--- config.mk ---
export PLATFORM = sky130hd
export DESIGN_NAME = kgt_cell
export DESIGN_NICKNAME = d
export VERILOG_FILES = /design/src/design/keyed_generation_table_core_defines.svh /design/src/design/kgt_pkg.sv /design/src/design/kgt_cell.sv
export SDC_FILE = /design/constraint.sdc
export NUM_CORES = 1
export LEC_CHECK = 0
export ABC_AREA = 1
export BUFFER_PORTS_ARGS = -buffer_cell sky130_fd_sc_hd__buf_2
export CAP_MARGIN = 20
export CORE_MARGIN = 3
export CORE_UTILIZATION = 45
export CTS_CLUSTER_DIAMETER = 40
export CTS_CLUSTER_SIZE = 40
export DETAILED_ROUTE_END_ITERATION = 10
export GPL_TIMING_DRIVEN = 0
export PLACE_DENSITY = 0.8
export SLEW_MARGIN = 20
export SYNTH_ARGS = -nofsm -noshare
export SYNTH_HDL_FRONTEND = slang
export SYNTH_SLANG_ARGS = --single-unit
--- constraint.sdc ---
create_clock -name clk_i -period 5.35 [get_ports clk_i]
set_input_delay 0.8025 -clock clk_i [delete_from_list [all_inputs] [get_ports clk_i]]
set_output_delay 0.8025 -clock clk_i [all_outputs]
set_load 0.02 [all_outputs]
--- src/design/keyed_generation_table_core_defines.svh ---
// assertion macros for the keyed generation table core
// used by the top level only; assertions drop out when SYNTHESIS is defined
`ifndef KEYED_GENERATION_TABLE_CORE_DEFINES_SVH
`define KEYED_GENERATION_TABLE_CORE_DEFINES_SVH

`ifndef SYNTHESIS

// clocked check, disabled while reset is low
`define KGT_ASSERT(lbl, prop, msg) \
  lbl: assert property (@(posedge clk_i) disable iff (!rst_ni) (prop)) else $error(msg);

// clocked check, also evaluated during reset
`define KGT_ASSERT_ALWAYS(lbl, prop, msg) \
  lbl: assert property (@(posedge clk_i) (prop)) else $error(msg);

`else

`define KGT_ASSERT(lbl, prop, msg)
`define KGT_ASSERT_ALWAYS(lbl, prop, msg)

`endif

`endif

--- src/design/kgt_pkg.sv ---
// shared types for the keyed generation table core
// no dependencies; used by kgt_cell, keyed_generation_table_core and the bench
`timescale 1ns / 1ps

package kgt_pkg;

  localparam int unsigned KindW  = 4;
  localparam int unsigned WordW  = 64;
  localparam int unsigned CountW = 7;

  typedef enum logic {
    ModeAdd  = 1'b0,
    ModeFind = 1'b1
  } mode_e;

  // request held at the top and broadcast to every cell
  typedef struct packed {
    mode_e             mode;
    logic [KindW-1:0]  kind;
    logic [WordW-1:0]  subject;
    logic [WordW-1:0]  generation;
    logic [WordW-1:0]  epoch;
  } req_t;

  // token handed from cell to cell
  typedef struct packed {
    logic              valid;
    logic              hit;
    logic              inserted;
    logic [WordW-1:0]  generation;
    logic [WordW-1:0]  epoch;
  } token_t;

  typedef struct packed {
    logic              accepted;
    logic              found;
    logic [WordW-1:0]  generation;
    logic [WordW-1:0]  epoch;
    logic              truncated;
    logic [CountW-1:0] entry_count;
  } result_t;

endpackage

--- src/design/kgt_cell.sv ---
// one table entry plus one stage of the search token chain
// depends on kgt_pkg
`timescale 1ns / 1ps

module kgt_cell
  import kgt_pkg::*;
#(
  parameter int unsigned CntW = 7,
  parameter int unsigned Idx  = 0
) (
  input  logic            clk_i,
  input  logic            rst_ni,
  input  req_t            req_i,
  input  logic [CntW-1:0] count_i,
  input  token_t          tok_i,
  output token_t          tok_o
);

  logic [KindW-1:0] kind_q;
  logic [WordW-1:0] subject_q;
  logic [WordW-1:0] gen_q;
  logic [WordW-1:0] epoch_q;
  token_t           tok_q, tok_d;

  logic             used;
  logic             match;
  logic             upd;
  logic             ins;
  logic [WordW-1:0] new_gen;

  assign used    = CntW'(Idx) < count_i;
  assign match   = tok_i.valid && !tok_i.hit && used &&
                   (kind_q == req_i.kind) && (subject_q == req_i.subject);
  assign upd     = match && (req_i.mode == ModeAdd);
  // first unused slot takes the key when no earlier cell held it
  assign ins     = tok_i.valid && !tok_i.hit && (req_i.mode == ModeAdd) &&
                   (CntW'(Idx) == count_i);
  assign new_gen = (req_i.generation > gen_q) ? req_i.generation : gen_q;

  always_comb begin
    tok_d = tok_i;
    if (upd) begin
      tok_d.hit        = 1'b1;
      tok_d.generation = new_gen;
      tok_d.epoch      = req_i.epoch;
    end else if (match) begin
      tok_d.hit        = 1'b1;
      tok_d.generation = gen_q;
      tok_d.epoch      = epoch_q;
    end else if (ins) begin
      tok_d.inserted   = 1'b1;
      tok_d.generation = req_i.generation;
      tok_d.epoch      = req_i.epoch;
    end
  end

  always_ff @(posedge clk_i or negedge rst_ni) begin
    if (!rst_ni) begin
      tok_q <= '0;
    end else begin
      tok_q <= tok_d;
    end
  end

  always_ff @(posedge clk_i) begin
    if (ins) begin
      kind_q    <= req_i.kind;
      subject_q <= req_i.subject;
    end
    if (upd || ins) begin
      gen_q   <= upd ? new_gen : req_i.generation;
      epoch_q <= req_i.epoch;
    end
  end

  assign tok_o = tok_q;

endmodule

==> results.ini <==
[finish]
postLayoutCoreUtil_pct = 58.0
layout.filler_cells = 3682
sequential_cell_area_in_the_final_layout_um2 = 9160
layout.cells.most_common_list = nand2_1 (1097), buf_2 (520), inv_1 (267)
most_common_cell_after_layout_fill_and_taps_aside = nand2_1
synthToLayoutAreaGrowth_pct = 26.4
drive_gt1_share_pct = 22.7
layout.cells.non_filler = 3581
nets = 3393
multi_input_comb_area_um2 = 8060

[floorplanning]
i_o_pin_count = 468
design.die.area_um2 = 44500
placeableCoreArea_um2 = 41200
placementRows = 74
initial_core_util_pct = 45.9
vertical_die_dimension_um = 211
die_width_um = 211

[clock_tree]
skew_pair_late_insertion_delay_ns = 0.59
post_cts_resized = 0
tritoncts = done
cts_inserted_buffers = 54
max-clock-path-buffers = 3
htree_num_levels = 2
hold_fix_buffers_cts = 0
cts.sink_count = 327
clk_root_buffer_cell = clkbuf_16
post_cts_buffers = 0
cts.reportedPaths.clkPinSlew_ns = 0.06

[global_routing]
grt_start_max_net_pins = 72
global_route.overflow_total = 0
number_of_global_route_vias_before_repair = 17699
grt_antenna_before_repair = 25
globalRouteTotalUtil_pct = 26.8
grt_pass1_wl_um = 94500

[placed_design]
pre_cts_slack_ns = 1.34
port_buffers = 467
post-dp-hpwl_um = 45000
place_congestion = 0.900
place_inst = 3468

[flow_run]
cap_viol_max_count = 0

[power_and_ir_drop]
power_w = 0.00695
worst_ir_drop_vdd_mv = 0.241
leak_nw = 12.7
power-per-cell-area_nw_per_um2 = 291

[sta]
layout_worst_path_cycle_share_pct = 66.4
setup_viol = 0
tightest_slew_ns = 0.862
post-route-min-period_ns = 3.55
finClkSkew_ns = 0.0219
final_max_slew_viol_count = 0
worst_hold_slack_ns = 0.189
relative_slew_slack_pct = 42.5
final-hold-violation-count = 0
setup_slack_ns = 1.80
setup_repair_after_global_routing_missed_its_margin = false
maxClockFrequency_mhz = 282

[synthesis]
ys_warn_count = 0
synth_seq_cells = 327
post_synth_inst_count = 2465
dominantRegCellSynth = edfxtp_1
postSynth.asyncResetShare_pct = 40.1
postSynthAreaPerCell_um2 = 7.67
synth.yosys.seq_area_share_pct = 48.5
netlist_area_um2 = 18900
synth_enable_flop_cells = 196
netlist-cell-type-count = 36
mappedNetlistNets = 2866

[route]
drt_first_iter_violations = 1543
wire_per_inst_um = 17.1
drt_first_pass_iters = 6
antenna_left = 0
routed_wirelength_um = 61300
via_per_inst = 5.14
post-route-drc-count = 0
via_count = 18392

[setup_path]
worstSetupPathType = flip-flop to flip-flop
worstSetupStartpointType = flip-flop
cp-end-kind = flip-flop
critical_path_arrival_ns = 3.80
critical_path_required_ns = 5.59
critPathMaxFanout = 44

[min_path]
worst_hold_path_type = primary input to asynchronous set/reset pin

[outcome]
run_status = completed

==> flip-flops by register name, summed over array words and instances, names as in the netlist <==
| name | flops |
|---|---|
| epoch_q | 64 |
| gen_q | 64 |
| kind_q | 4 |
| subject_q | 64 |
| tok_o | 131 |
==> worst paths after layout <==
kind | from | endpoint | slack, ns | cells past startpoint
setup / recovery | subject_q[40] | gen_q[11] | 1.80 | 11
hold / removal | rst_ni | tok_o[40] | 0.19 | 1
max in group asynchronous | rst_ni | tok_o[78] | 4.37 | 2
hold reg to reg | epoch_q[3] | tok_o[3] | 0.58 | 4
min in group clk_i | tok_i[130] | tok_o[130] | 0.34 | 1
setup reg to reg | subject_q[40] | gen_q[11] | 1.80 | 11
==> critical path, cell delays in order, from the launching register on <==
cell and delay [ns]:
edfxtp_1 0.40, xnor2_1 0.24, nand4_1 0.13, nor2_1 0.14, nand3_1 0.13, nor2_2 0.29
nand4_2 0.18, buf_2 0.25, buf_2 0.25, nand2_4 0.47, buf_16 0.33, buf_16 0.28
==> cells in the mapped netlist, drive strengths merged (24+ instances only) <==
| cell | number | area share, % |
|---|---|---|
| a21oi | 30 | 0.79 |
| buf | 98 | 3.1 |
| clkbuf | 24 | 0.48 |
| dfrtp | 131 | 17 |
| edfxtp | 196 | 31 |
| ha | 64 | 4.2 |
| inv | 270 | 5.4 |
| nand2 | 1099 | 22 |
| nand3 | 152 | 4.1 |
| nand4 | 81 | 2.7 |
| nor2 | 94 | 1.9 |
| o21ai | 143 | 3.8 |
==> report_power, final <==
| part | internal, W | total [W] | switching [W] |
|---|---|---|---|
| sequential | 0.00273 | 0.00275 | 0.0000151 |
| combinational | 0.000264 | 0.000686 | 0.000422 |
| clock | 0.00216 | 0.00351 | 0.00135 |
| total | 0.00516 | 0.00695 | 0.00179 |
==> kinds of logic (layout without fill, tap and decap cells) <==
| kind of cell | Yosys count | in the layout | share of synthesized area (%) |
|---|---|---|---|
| adder cells (fa/ha/maj) | 64 | 64 | 4.23 |
| other | 0 | 13 | 0 |
| XOR/XNOR | 29 | 29 | 1.34 |
| AO/OA/AOI/OAI | 177 | 177 | 4.73 |
| buffers and inverters | 394 | 965 | 8.99 |
| flip-flops | 327 | 327 | 48.5 |
| AND/OR/NAND/NOR | 1474 | 1474 | 32.2 |
==> stage by stage <==
stage	TNS [ns]	instance area (µm²)
detailed placement	0	22000
floorplan	0	18900
global placement	-284.56	21900
global route	0	23900
finish	0	23900
CTS	0	23900
==> per-layer routing <==
layer / GRT usage (%) / wire (µm) / vias up
li1: - / - / 8966
met3: 7.20 / 5580 / 183
met4: 12.0 / 2590 / 24
met1: 32.6 / 24100 / 8363
met2: 44.8 / 28900 / 856
met5: 0 / 168 / -
==> cell type report <==
type,instances,share of cell area [%]
Sequential cell,327,38.3
Multi-Input combinational cell,1744,33.7
Timing Repair Buffer,471,10.2
Clock buffer,62,5.99
Inverter,272,4.27
Buffer,122,2.86
Tap cell,532,2.78
Clock inverter,38,1.70
Antenna cell,13,0.136
No activity file was read; power rests on OpenSTA's default activity.
